<file path="src/hw/rtl/seven_segment_mux_driver_core_assert.svh">
// Assertion macros shared by the display driver RTL.
// Arguments: label, clock, active-low reset, antecedent, consequent, message.
`ifndef SEVEN_SEGMENT_MUX_DRIVER_CORE_ASSERT_SVH
`define SEVEN_SEGMENT_MUX_DRIVER_CORE_ASSERT_SVH
`ifndef SYNTH
// consequent checked in the same cycle
`define SSMD_ASSERT_SAME(label, clk, rst_n, ante, cons, msg) \
    label: assert property (@(posedge clk) disable iff (!rst_n) (ante) |-> (cons)) \
        else $error(msg);
// consequent checked in the next cycle
`define SSMD_ASSERT_NEXT(label, clk, rst_n, ante, cons, msg) \
    label: assert property (@(posedge clk) disable iff (!rst_n) (ante) |=> (cons)) \
        else $error(msg);
`else
`define SSMD_ASSERT_SAME(label, clk, rst_n, ante, cons, msg)
`define SSMD_ASSERT_NEXT(label, clk, rst_n, ante, cons, msg)
`endif
`endif

</file>
<file path="src/hw/rtl/ssmd_pkg.sv">
package ssmd_pkg;

    localparam int NUMBER_W   = 14;
    localparam int FUNC_W     = 3;
    localparam int SEL_W      = 3;
    localparam int SEG_W      = 7;
    localparam int DRIVE_W    = SEG_W + 1;   // segments plus decimal point
    localparam int CODE_W     = 4;
    localparam int DEC_DIGITS = 4;           // value is shown modulo 10000

    typedef logic [CODE_W-1:0] t_code;

    localparam t_code CODE_BLANK = 4'd15;
    localparam t_code CODE_EIGHT = 4'd8;

    // Reciprocal multiply constants, exact for every 14-bit value.
    localparam int RECIP_W = 15;
    localparam int PROD_W  = NUMBER_W + RECIP_W;
    localparam logic [RECIP_W-1:0] RECIP_1000 = 15'd16778;
    localparam logic [RECIP_W-1:0] RECIP_100  = 15'd20972;
    localparam logic [RECIP_W-1:0] RECIP_10   = 15'd26215;
    localparam int SHIFT_1000 = 24;
    localparam int SHIFT_100  = 21;
    localparam int SHIFT_10   = 18;

    typedef enum logic [FUNC_W-1:0] {
        FUNC_TICK   = 3'd0,
        FUNC_SHOW   = 3'd1,
        FUNC_CLEAR  = 3'd2,
        FUNC_TEST   = 3'd3,
        FUNC_DP_SET = 3'd4,
        FUNC_DP_CLR = 3'd5,
        FUNC_SELECT = 3'd6
    } t_func;

    typedef struct packed {
        logic             fire;
        t_func            func;
        logic [SEL_W-1:0] sel;
    } t_cmd;

    function automatic logic [SEG_W-1:0] seg_pattern(input t_code code);
        logic [SEG_W-1:0] pat;
        case (code)
            4'd0:    pat = 7'h3F;
            4'd1:    pat = 7'h06;
            4'd2:    pat = 7'h5B;
            4'd3:    pat = 7'h4F;
            4'd4:    pat = 7'h66;
            4'd5:    pat = 7'h6D;
            4'd6:    pat = 7'h7D;
            4'd7:    pat = 7'h07;
            4'd8:    pat = 7'h7F;
            4'd9:    pat = 7'h6F;
            default: pat = '0;   // blank and unused codes
        endcase
        return pat;
    endfunction

endpackage

</file>
<file path="src/hw/rtl/ssmd_split.sv">
module ssmd_split #(
    parameter int DIGIT_COUNT = 4
) (
    input  logic [ssmd_pkg::NUMBER_W-1:0] i_number,
    output ssmd_pkg::t_code               o_codes [DIGIT_COUNT]
);
    import ssmd_pkg::*;

    localparam int Q1000_W = PROD_W - SHIFT_1000;
    localparam int Q100_W  = PROD_W - SHIFT_100;
    localparam int Q10_W   = PROD_W - SHIFT_10;

    logic [PROD_W-1:0]   w_p1000, w_p100, w_p10;
    logic [Q1000_W-1:0]  w_q1000, w_thou;
    logic [Q100_W-1:0]   w_q100, w_hund;
    logic [Q10_W-1:0]    w_q10, w_tens;
    logic [NUMBER_W-1:0] w_ones;
    t_code               w_dec [DEC_DIGITS];
    t_code               w_raw [DIGIT_COUNT];

    // n/1000, n/100, n/10 in parallel
    assign w_p1000 = PROD_W'(i_number) * PROD_W'(RECIP_1000);
    assign w_p100  = PROD_W'(i_number) * PROD_W'(RECIP_100);
    assign w_p10   = PROD_W'(i_number) * PROD_W'(RECIP_10);
    assign w_q1000 = w_p1000[PROD_W-1:SHIFT_1000];
    assign w_q100  = w_p100[PROD_W-1:SHIFT_100];
    assign w_q10   = w_p10[PROD_W-1:SHIFT_10];

    // thousands digit is (n/1000) mod 10, quotient stays below 17
    assign w_thou = (w_q1000 >= Q1000_W'(10)) ? (w_q1000 - Q1000_W'(10)) : w_q1000;
    assign w_hund = w_q100 - Q100_W'(w_q1000) * Q100_W'(10);
    assign w_tens = w_q10 - Q10_W'(w_q100) * Q10_W'(10);
    assign w_ones = i_number - NUMBER_W'(w_q10) * NUMBER_W'(10);

    assign w_dec[0] = w_ones[CODE_W-1:0];
    assign w_dec[1] = w_tens[CODE_W-1:0];
    assign w_dec[2] = w_hund[CODE_W-1:0];
    assign w_dec[3] = w_thou[CODE_W-1:0];

    // ones digit lands in the last position
    for (genvar gi = 0; gi < DIGIT_COUNT; gi++) begin : g_pos
        if (DIGIT_COUNT - 1 - gi < DEC_DIGITS) begin : g_dec
            assign w_raw[gi] = w_dec[DIGIT_COUNT-1-gi];
        end else begin : g_zero
            assign w_raw[gi] = '0;
        end
    end

    // leading zero blanking, ones digit always shown
    always_comb begin
        logic v_seen;
        v_seen = 1'b0;
        for (int i = 0; i < DIGIT_COUNT; i++) begin
            if (w_raw[i] != '0 || v_seen || i == DIGIT_COUNT - 1) begin
                o_codes[i] = w_raw[i];
                v_seen     = 1'b1;
            end else begin
                o_codes[i] = CODE_BLANK;
            end
        end
    end

endmodule

</file>
<file path="src/hw/rtl/ssmd_display.sv">
`include "seven_segment_mux_driver_core_assert.svh"

module ssmd_display #(
    parameter int DIGIT_COUNT = 4
) (
    input  logic                           i_clk,
    input  logic                           i_rst_n,
    input  ssmd_pkg::t_cmd                 i_cmd,
    input  ssmd_pkg::t_code                i_show_codes [DIGIT_COUNT],
    input  logic                           i_on_level,
    output logic [ssmd_pkg::DRIVE_W-1:0]   o_segment_drive,
    output logic [DIGIT_COUNT-1:0]         o_digit_drive
);
    import ssmd_pkg::*;

    localparam int POS_W = (DIGIT_COUNT > 1) ? $clog2(DIGIT_COUNT) : 1;

    t_code               r_codes [DIGIT_COUNT];
    t_code               n_codes [DIGIT_COUNT];
    logic [DIGIT_COUNT-1:0] r_point_flags, n_point_flags;
    logic [POS_W-1:0]    r_scan_pos, n_scan_pos;
    logic [DRIVE_W-1:0]  r_segment_drive, n_segment_drive;
    logic [DIGIT_COUNT-1:0] r_digit_drive, n_digit_drive;

    logic [DRIVE_W-1:0]     w_on_segs;
    logic [DIGIT_COUNT-1:0] w_cur_onehot;
    logic [POS_W-1:0]       w_scan_next;
    logic [POS_W-1:0]       w_sel_pos;

    assign w_on_segs    = {r_point_flags[r_scan_pos], seg_pattern(r_codes[r_scan_pos])};
    assign w_cur_onehot = DIGIT_COUNT'(1) << r_scan_pos;
    assign w_scan_next  = (r_scan_pos == POS_W'(DIGIT_COUNT - 1)) ? '0
                                                                   : r_scan_pos + POS_W'(1);
    assign w_sel_pos    = (32'(i_cmd.sel) > 32'(DIGIT_COUNT - 1)) ? '0 : POS_W'(i_cmd.sel);

    always_comb begin
        n_codes         = r_codes;
        n_point_flags   = r_point_flags;
        n_scan_pos      = r_scan_pos;
        n_segment_drive = r_segment_drive;
        n_digit_drive   = r_digit_drive;
        if (i_cmd.fire) begin
            case (i_cmd.func)
                FUNC_TICK: begin
                    // current common off, others on
                    n_segment_drive = i_on_level ? w_on_segs : ~w_on_segs;
                    n_digit_drive   = i_on_level ? ~w_cur_onehot : w_cur_onehot;
                    n_scan_pos      = w_scan_next;
                end
                FUNC_SHOW: begin
                    n_codes = i_show_codes;
                end
                FUNC_CLEAR: begin
                    for (int i = 0; i < DIGIT_COUNT; i++) begin
                        n_codes[i] = CODE_BLANK;
                    end
                    n_point_flags   = '0;
                    n_segment_drive = {DRIVE_W{~i_on_level}};
                    n_digit_drive   = {DIGIT_COUNT{~i_on_level}};
                end
                FUNC_TEST: begin
                    for (int i = 0; i < DIGIT_COUNT; i++) begin
                        n_codes[i] = CODE_EIGHT;
                    end
                    n_point_flags = '1;
                end
                FUNC_DP_SET: begin
                    n_point_flags[r_scan_pos] = 1'b1;
                end
                FUNC_DP_CLR: begin
                    n_point_flags[r_scan_pos] = 1'b0;
                end
                FUNC_SELECT: begin
                    n_scan_pos = w_sel_pos;
                end
                default: begin
                end
            endcase
        end
    end

    always_ff @(posedge i_clk) begin
        if (!i_rst_n) begin
            for (int i = 0; i < DIGIT_COUNT; i++) begin
                r_codes[i] <= CODE_BLANK;
            end
            r_point_flags   <= '0;
            r_scan_pos      <= '0;
            r_segment_drive <= '0;
            r_digit_drive   <= '0;
        end else begin
            r_codes         <= n_codes;
            r_point_flags   <= n_point_flags;
            r_scan_pos      <= n_scan_pos;
            r_segment_drive <= n_segment_drive;
            r_digit_drive   <= n_digit_drive;
        end
    end

    assign o_segment_drive = r_segment_drive;
    assign o_digit_drive   = r_digit_drive;

    `SSMD_ASSERT_NEXT(a_pins_hold, i_clk, i_rst_n, !i_cmd.fire, $stable(r_segment_drive) && $stable(r_digit_drive), "pins changed with no command")
    `SSMD_ASSERT_NEXT(a_tick_one_digit, i_clk, i_rst_n, i_cmd.fire && i_cmd.func == FUNC_TICK, $onehot(r_digit_drive ^ {DIGIT_COUNT{$past(i_on_level)}}), "tick must leave exactly one common off")
    `SSMD_ASSERT_NEXT(a_clear_all_off, i_clk, i_rst_n, i_cmd.fire && i_cmd.func == FUNC_CLEAR, r_point_flags == '0 && (&(r_digit_drive ^ {DIGIT_COUNT{$past(i_on_level)}})), "clear left a point or common on")

endmodule

</file>
<file path="src/hw/rtl/seven_segment_mux_driver_core.sv">
// Channel   | Handshake              | Payload
// ----------+------------------------+-------------------------------------------
// request   | i_valid / o_ready      | i_func, i_number, i_digit_select
// result    | o_valid / i_ready      | o_segment_lines, o_point_line, o_digit_lines
// config    | i_cfg_wr_en (no wait)  | i_cfg_wr_data = on_level
//
// One request per cycle sustained while the result channel is not stalled; a
// request passes through the request register, then the display state / pin
// registers, before its result is on the outputs.
// The pin registers double as the result register: a request is applied only
// when the result slot is empty or being drained, so a stalled result holds.
// Synchronous active-low reset: display blank, pins low, on_level high.
// No reset sweep; the block takes requests right after reset.
`include "seven_segment_mux_driver_core_assert.svh"

module seven_segment_mux_driver_core #(
    parameter int DIGIT_COUNT = 4
) (
    input  logic                           i_clk,
    input  logic                           i_rst_n,
    // request channel
    input  logic                           i_valid,
    output logic                           o_ready,
    input  logic [ssmd_pkg::FUNC_W-1:0]    i_func,
    input  logic [ssmd_pkg::NUMBER_W-1:0]  i_number,
    input  logic [ssmd_pkg::SEL_W-1:0]     i_digit_select,
    // result channel
    output logic                           o_valid,
    input  logic                           i_ready,
    output logic [ssmd_pkg::SEG_W-1:0]     o_segment_lines,
    output logic                           o_point_line,
    output logic [DIGIT_COUNT-1:0]         o_digit_lines,
    // on_level register
    input  logic                           i_cfg_wr_en,
    input  logic                           i_cfg_wr_data
);
    import ssmd_pkg::*;

    // request register
    logic                r_in_valid, n_in_valid;
    logic [FUNC_W-1:0]   r_func;
    logic [NUMBER_W-1:0] r_number;
    logic [SEL_W-1:0]    r_digit_select;

    logic                r_out_valid, n_out_valid;
    logic                r_on_level;

    logic                w_fire;     // request moves into display state
    logic                w_take;     // new request captured
    t_cmd                w_cmd;
    t_code               w_show_codes [DIGIT_COUNT];
    logic [DRIVE_W-1:0]  w_segment_drive;
    logic [DIGIT_COUNT-1:0] w_digit_drive;

    assign w_fire  = r_in_valid && (!r_out_valid || i_ready);
    assign o_ready = !r_in_valid || w_fire;
    assign w_take  = i_valid && o_ready;

    always_comb begin
        n_in_valid = r_in_valid;
        if (w_take) begin
            n_in_valid = 1'b1;
        end else if (w_fire) begin
            n_in_valid = 1'b0;
        end
        n_out_valid = r_out_valid;
        if (w_fire) begin
            n_out_valid = 1'b1;
        end else if (i_ready) begin
            n_out_valid = 1'b0;
        end
    end

    always_ff @(posedge i_clk) begin
        if (!i_rst_n) begin
            r_in_valid  <= 1'b0;
            r_out_valid <= 1'b0;
            r_on_level  <= 1'b1;
        end else begin
            r_in_valid  <= n_in_valid;
            r_out_valid <= n_out_valid;
            if (i_cfg_wr_en) begin
                r_on_level <= i_cfg_wr_data;
            end
        end
    end

    // payload, no reset
    always_ff @(posedge i_clk) begin
        if (w_take) begin
            r_func         <= i_func;
            r_number       <= i_number;
            r_digit_select <= i_digit_select;
        end
    end

    assign w_cmd.fire = w_fire;
    assign w_cmd.func = t_func'(r_func);
    assign w_cmd.sel  = r_digit_select;

    // decimal split of the held number, used by show only
    ssmd_split #(
        .DIGIT_COUNT (DIGIT_COUNT)
    ) u_split (
        .i_number (r_number),
        .o_codes  (w_show_codes)
    );

    ssmd_display #(
        .DIGIT_COUNT (DIGIT_COUNT)
    ) u_display (
        .i_clk           (i_clk),
        .i_rst_n         (i_rst_n),
        .i_cmd           (w_cmd),
        .i_show_codes    (w_show_codes),
        .i_on_level      (r_on_level),
        .o_segment_drive (w_segment_drive),
        .o_digit_drive   (w_digit_drive)
    );

    assign o_valid         = r_out_valid;
    assign o_segment_lines = w_segment_drive[SEG_W-1:0];
    assign o_point_line    = w_segment_drive[SEG_W];
    assign o_digit_lines   = w_digit_drive;

    `SSMD_ASSERT_NEXT(a_fire_gives_result, i_clk, i_rst_n, w_fire, o_valid, "applied request produced no result")

endmodule
</file>
<file path="config.mk">
export PLATFORM = sky130hd
export DESIGN_NAME = seven_segment_mux_driver_core
export DESIGN_NICKNAME = d
export VERILOG_FILES = /design/src/hw/rtl/ssmd_pkg.sv /design/src/hw/rtl/ssmd_split.sv /design/src/hw/rtl/ssmd_display.sv /design/src/hw/rtl/seven_segment_mux_driver_core.sv
export VERILOG_INCLUDE_DIRS = /design/src /design/src/hw/rtl
export SDC_FILE = /design/constraint.sdc
export NUM_CORES = 1
export LEC_CHECK = 0
export BUFFER_PORTS_ARGS = -buffer_cell sky130_fd_sc_hd__buf_2
export CORE_UTILIZATION = 31
export DETAILED_ROUTE_END_ITERATION = 6
export RECOVER_POWER = 50
export SYNTH_ARGS = -nofsm -noshare
export SYNTH_HDL_FRONTEND = slang
export SYNTH_SLANG_ARGS = --single-unit
</file>
<file path="constraint.sdc">
create_clock -name i_clk -period 9.3 [get_ports i_clk]
set_input_delay 0.465 -clock i_clk [delete_from_list [all_inputs] [get_ports i_clk]]
set_output_delay 0.465 -clock i_clk [all_outputs]
set_load 0.01 [all_outputs]
</file>
After elaboration in Yosys (flattened, before gate mapping). Memories as Yosys holds them, arrays and structs flattened. Index checks and enable logic that the tools add are counted.

Bitwise operators: 7. Multiplexer cells: 26. $mul: 6. Equal/unequal tests: 7. Add/sub/neg operators: 5. Shift operators: 1. Order comparisons: 5. Reductions and logical operators: 23.

Operator list (number): 16-bit one-hot mux with 3 select lines (1); 14-bit by 15-bit multiplier with 29-bit output, second input constant (1); 14-bit by 14-bit multiplier with 28-bit output, second input constant (1); 4-bit 2-to-1 mux (7); 14-bit by 13-bit multiplier with 27-bit output, second input constant (1); 4-bit one-hot mux with 4 select lines (1); 8-bit one-hot mux with 2 select lines (1); 4-bit nonzero test (4); 4-bit subtractor (3); 11-bit by 3-bit multiplier with 3-bit output, second input constant (1); 3-bit equality test, second input constant (3); 4-bit binary-select mux with 2-bit select (1); 8-bit by 3-bit multiplier with 3-bit output, second input constant (1); 1-bit 2-to-1 mux (8); 8-bit 2-to-1 mux (1); 4-bit inverter (2); 8-bit inverter (1); 4-bit one-hot mux with 2 select lines (1); 2-bit AND reduction (4); 2-bit nonzero test (4); 3-bit by 2-bit equality test with 1-bit output, second input constant (2); 5-bit by 4-bit >= comparator with 1-bit output, second input constant (1); 5-bit by 3-bit multiplier with 3-bit output, second input constant (1); 4-bit AND (1); 21 further kinds (28).

Memories kept: 1. Word-level logic and storage cells: 95. Register bits after elaboration: 57. Bits in read-only memories: 112. Output and inout bits: 14. Input bits: 26.

Memory list: (name not given) (words 16, bits a word 7, read ports 1, clocked after Yosys merged registers in 0, wr ports 0, RTL line ssmd_pkg.sv:44) `case (code)`.

Longest topological paths before layout.
Depth after elaboration: 10. Gate-level depth with buffers: 29. Gate-level depth less buffers: 29.

Cells and area by module. A second synthesis with hierarchy kept.

Cells, all modules: 1144. Area, all modules: 11028.1 um2.

Modules (own cells, without submodules): ssmd_split (sequential area each 0.0 um2, area each 8256.7 um2, instances 1, cells an instance 876); ssmd_display (sequential area each 680.7 um2, area each 2033.2 um2, instances 1, cells an instance 236); seven_segment_mux_driver_core (sequential area each 660.6 um2, area each 738.2 um2, instances 1, cells an instance 32).

Least setup slack after synthesis. Ideal clock, no wire load.

Path kind: reg2reg. Start: reg r_number[12]. End: reg u_display.r_codes[5] (netlist name). Path slack: 2.298 ns. Data arrival time: 6.886 ns. Path buffers: 0. Period minus slack after synthesis: 7.002 ns. Cell stages (with the launch flop): 28. Cell sequence: edfxtp_1 > inv_1 > fa_1 > inv_1 > fa_1 > fa_1 > inv_1 > fa_1 > inv_1 > fa_1 > inv_1 > fa_1 > inv_1 > ha_1 > and3_1 > o211ai_1 > a32oi_1 > a21oi_1 > o21bai_1 > xnor2_1 > fa_1 > xnor2_1 > xnor2_1 > xnor2_1 > xnor3_1 > xnor3_1 > and2_1 > a41o_1.

Word-level cells in the longest chain between the ends: 10. Elaborated cells on any way between the ends: 19.

Ends and longest elaborated chain: start, declared (RTL line seven_segment_mux_driver_core.sv:42) `logic [NUMBER_W-1:0] r_number;`; start signal, assigned (RTL line seven_segment_mux_driver_core.sv:92) `r_number <= i_number;`; parallel branches: the longest is 8 deep, another holds 14-bit by 13-bit multiplier with 27-bit output; 4-bit 2-to-1 mux (*) (RTL line ssmd_split.sv:54) `if (w_raw[i] != '0 || v_seen || i == DIGIT_COUNT - 1) begin`; 16-bit one-hot mux with 3 select lines (*) (RTL line ssmd_display.sv:43) `case (i_cmd.func)`; end signal, assigned (RTL line ssmd_display.sv:92) `r_codes <= n_codes;`; end, declared (RTL line ssmd_display.sv:18) `t_code r_codes [DIGIT_COUNT];`.

Mark *: on every way between the ends. A chain may end at the register's enable or synchronous reset.

Worst setup path after layout.
Start: reg r_number[11]. End: reg u_display.r_codes[5] (netlist name).

Same word-level chain as after synthesis.

==> results.py <==
metrics = {
    "synthesis": {
        "syn_area_per_cell_um2": 9.49,
        "ys_types": 68,
        "syn_nets": 1565,
        "syn_area_um2": 11000,
        "ys.flop_type": "dfxtp_1",
        "ys_seq_area_share_pct": 12.2,
        "synthesis.instances": 1158,
        "ys_async_sr_fraction_pct": 0,
        "ys_ff_latch": 57,
        "yosysWarnings": 0,
        "synth_edf_count": 20,
    },
    "setup_path": {
        "reg2reg_depth": 27,
        "r2r-end": "u_display.r_codes[5]",
        "regToRegSetupSlack_ps": 1570,
        "crit_arrival_ps": 7960,
        "critPathRequiredTime_ps": 9540,
        "r2r_start": "r_number[11]",
        "setup.worst_path.start_class": "register",
        "cp-end-kind": "register",
        "path_max_fanout": 10,
        "crit_type": "reg -> reg",
    },
    "min_path": {
        "holdCritPathClass": "in -> reg",
        "worstHoldStart": "i_number[2]",
        "min_to": "r_number[2]",
        "holdPathStages": 1,
    },
    "route": {
        "via_per_inst": 4.86,
        "vias": 8043,
        "first_pass_iters": 5,
        "drc": 0,
        "drtIter0Drc": 543,
        "wl_per_cell_um": 16.4,
        "postRouteAntennaNets": 0,
        "finalWirelength_mm": 27.2,
    },
    "floorplan": {
        "io_pins": 40,
        "fp.dieH_um": 190,
        "rows": 68,
        "core_um2": 34700,
        "die_w_um": 190,
        "initial_core_util_pct": 31.7,
        "fp.dieArea_um2": 36200,
    },
    "sta": {
        "finalHoldViolations": 0,
        "worst_pin_slew_ps": 1330,
        "finalSetupViolations": 0,
        "report.final.slew_viol_count": 0,
        "setup_tns_ps": 0,
        "fin_skew_ps": 19.3,
        "fin_ws_ps": 1570,
        "rsz0062_at_grt": "false",
        "slew_headroom_pct": 11.5,
        "fin_crit_sh_pct": 83.1,
        "clock.fmax_mhz": 129,
        "fin_crit_ps": 7730,
    },
    "clocking": {
        "root_buffer": "clkbuf_16",
        "cts_setup_buffers": 0,
        "clk_pin_slew_ps": 70,
        "tritoncts": "yes",
        "cts_inserted_buffers": 9,
        "ctsHtreeMaxLevel": 3,
        "hold_buffers": 0,
        "cts_buffer_depth": 2,
        "clkSinkCount": 57,
        "cts-resized-gates": 0,
        "clk_latency_ps": 360,
    },
    "power": {
        "p_leak_nw": 6.04,
        "power_density_nw_per_um2": 316,
        "vdd_drop_max_v": 0.000282,
    },
    "grt": {
        "grt_pass1_vias": 8182,
        "grt_pass1_wl_mm": 43.7,
        "grt_overflow": 0,
        "grt_max_degree": 24,
        "grt_usage_pct": 15.8,
        "antenna_found_initial": 0,
    },
    "placed_design": {
        "routabilityCongestion": 0.902,
        "dpl-instance-area_um2": 11700,
        "place_ws_ps": 1600,
        "io_buffer_count": 39,
        "hpwl_mm": 23.2,
        "placedCellCount": 1638,
    },
    "finish": {
        "stdcell_count": 1654,
        "nNetsFinal": 1601,
        "n_antenna_cell": 0,
        "fillers": 3597,
        "final_cell_area_um2": 12000,
        "syn2layout_area_growth_pct": 9.43,
        "drive_above_1_share_pct": 5.42,
    },
    "run": {
        "maxCapViolCount": 0,
    },
    "run_status": {
        "outcome": "finished, final reports clean",
    },
}
## layout make-up
cell class | instances | area [µm²] | area share (%)
flip-flops and latches | 57 | 1340 | 11.2
well taps | 455 | 569 | 4.73
clock buffers | 9 | 225 | 1.87
multi-input cells | 792 | 8490 | 70.6
clock inverters | 7 | 103 | 0.853
inverters | 289 | 1080 | 9.02
repair buffers | 45 | 215 | 1.79
## routing by layer
metal / wire length, µm / global-route usage, %
met5: 0 / 0
met4: 706 / 5.14
met3: 1070 / 2.23
met2: 12800 / 26.1
met1: 12600 / 21.2
## cells in the mapped netlist, types with 4 or more instances
library cell,n,share of area [%]
a2111oi_0,4,0.32
o211ai_1,13,0.89
nand4_1,5,0.28
xor2_1,11,0.88
nand3_1,17,0.77
a211oi_1,11,0.75
and3_1,6,0.34
mux4_2,5,1.0
a21oi_1,56,2.6
nand2b_1,8,0.46
dfxtp_1,37,6.7
a21o_1,7,0.48
nor2_1,40,1.4
nor3_1,7,0.32
o21a_1,4,0.27
o2111ai_1,4,0.32
clkbuf_1,18,0.61
a31oi_1,5,0.28
nor2b_1,9,0.51
nand2_1,60,2.0
and2_1,6,0.34
or3_1,8,0.46
mux2i_1,5,0.46
edfxtp_1,20,5.5
ha_1,241,27
o21ai_0,28,1.3
a211o_1,5,0.40
inv_1,289,9.9
o22ai_1,6,0.34
or2_2,6,0.34
o22a_1,4,0.32
fa_1,140,26
xnor2_1,20,1.6
## worst max-delay path, stage by stage, from the launching register on
cell	delay, ps
edfxtp_1	750
inv_1	290
fa_1	470
inv_1	100
fa_1	470
fa_1	520
inv_1	60
fa_1	530
inv_1	50
fa_1	500
inv_1	50
fa_1	500
inv_1	40
ha_1	310
and3_1	190
o211ai_1	120
a32oi_1	330
a21oi_1	150
o21bai_1	240
xnor2_1	130
fa_1	440
xnor2_1	180
xnor2_1	150
xnor2_1	140
xnor3_1	240
xnor3_1	230
and2_1	190
a41o_1	230
## power breakdown
group	internal (mW)	switching (mW)
logic	1.36	1.74
clock network	0.237	0.144
registers	0.282	0.0266
total	1.88	1.91
## logic make-up (layout without fill, tap and decap cells)
| family | count (synthesis) | in the layout | synth area share, % |
|---|---|---|---|
| flops | 57 | 57 | 12.2 |
| simple gates | 190 | 190 | 8.86 |
| compound gates | 177 | 177 | 10.9 |
| mux | 10 | 10 | 1.48 |
| buf+inv | 309 | 350 | 10.6 |
| fa+ha+maj | 381 | 381 | 52.9 |
| xor+xnor | 34 | 34 | 3.09 |
## registers in the layout, summed over array words and instances, names as in the netlist
| register | flops |
|---|---|
| u_display.o_digit_drive | 4 |
| o_valid | 1 |
| u_display.r_point_flags | 4 |
| r_number | 14 |
| r_in_valid | 1 |
| r_func | 3 |
| u_display.r_codes | 16 |
| r_on_level | 1 |
| u_display.r_scan_pos | 2 |
| r_digit_select | 3 |
| u_display.o_segment_drive | 8 |
## worst max-delay path by stage
stage                             from                   end
after floorplan           r_number[12]  u_display.r_codes[5]
after global placement    r_number[11]  u_display.r_codes[5]
after detailed placement  r_number[11]  u_display.r_codes[6]
after CTS                 r_number[11]  u_display.r_codes[5]
after global routing      r_number[11]  u_display.r_codes[5]
final                     r_number[11]  u_display.r_codes[5]
## placed cells by master, fill, tap and decap left out, types with 6 or more instances in the layout
cell,count
and3_1,6
clkbuf_16,9
a21oi_1,56
ha_1,241
buf_2,22
o22ai_1,6
dfxtp_1,37
o211ai_1,13
or3_1,8
o21ai_0,28
nand2b_1,8
or2_2,6
a211oi_1,11
a21o_1,7
nand2_1,60
inv_1,289
clkbuf_1,18
edfxtp_1,20
xnor2_1,20
xor2_1,11
nand3_1,17
fa_1,140
nor2b_1,9
nor2_1,40
nor3_1,7
## metrics by stage
step           hold slack [ps]  power [mW]  utilization [%]
2_1_floorplan              431        2.71                -
3_3_place_gp               439        3.38             33.8
3_5_place_dp               442        3.41             33.8
4_1_cts                    257        3.83             34.7
5_1_grt                    268        4.28             34.6
6_report                   276        3.80             34.6
(Power assumes the default switching activity.)
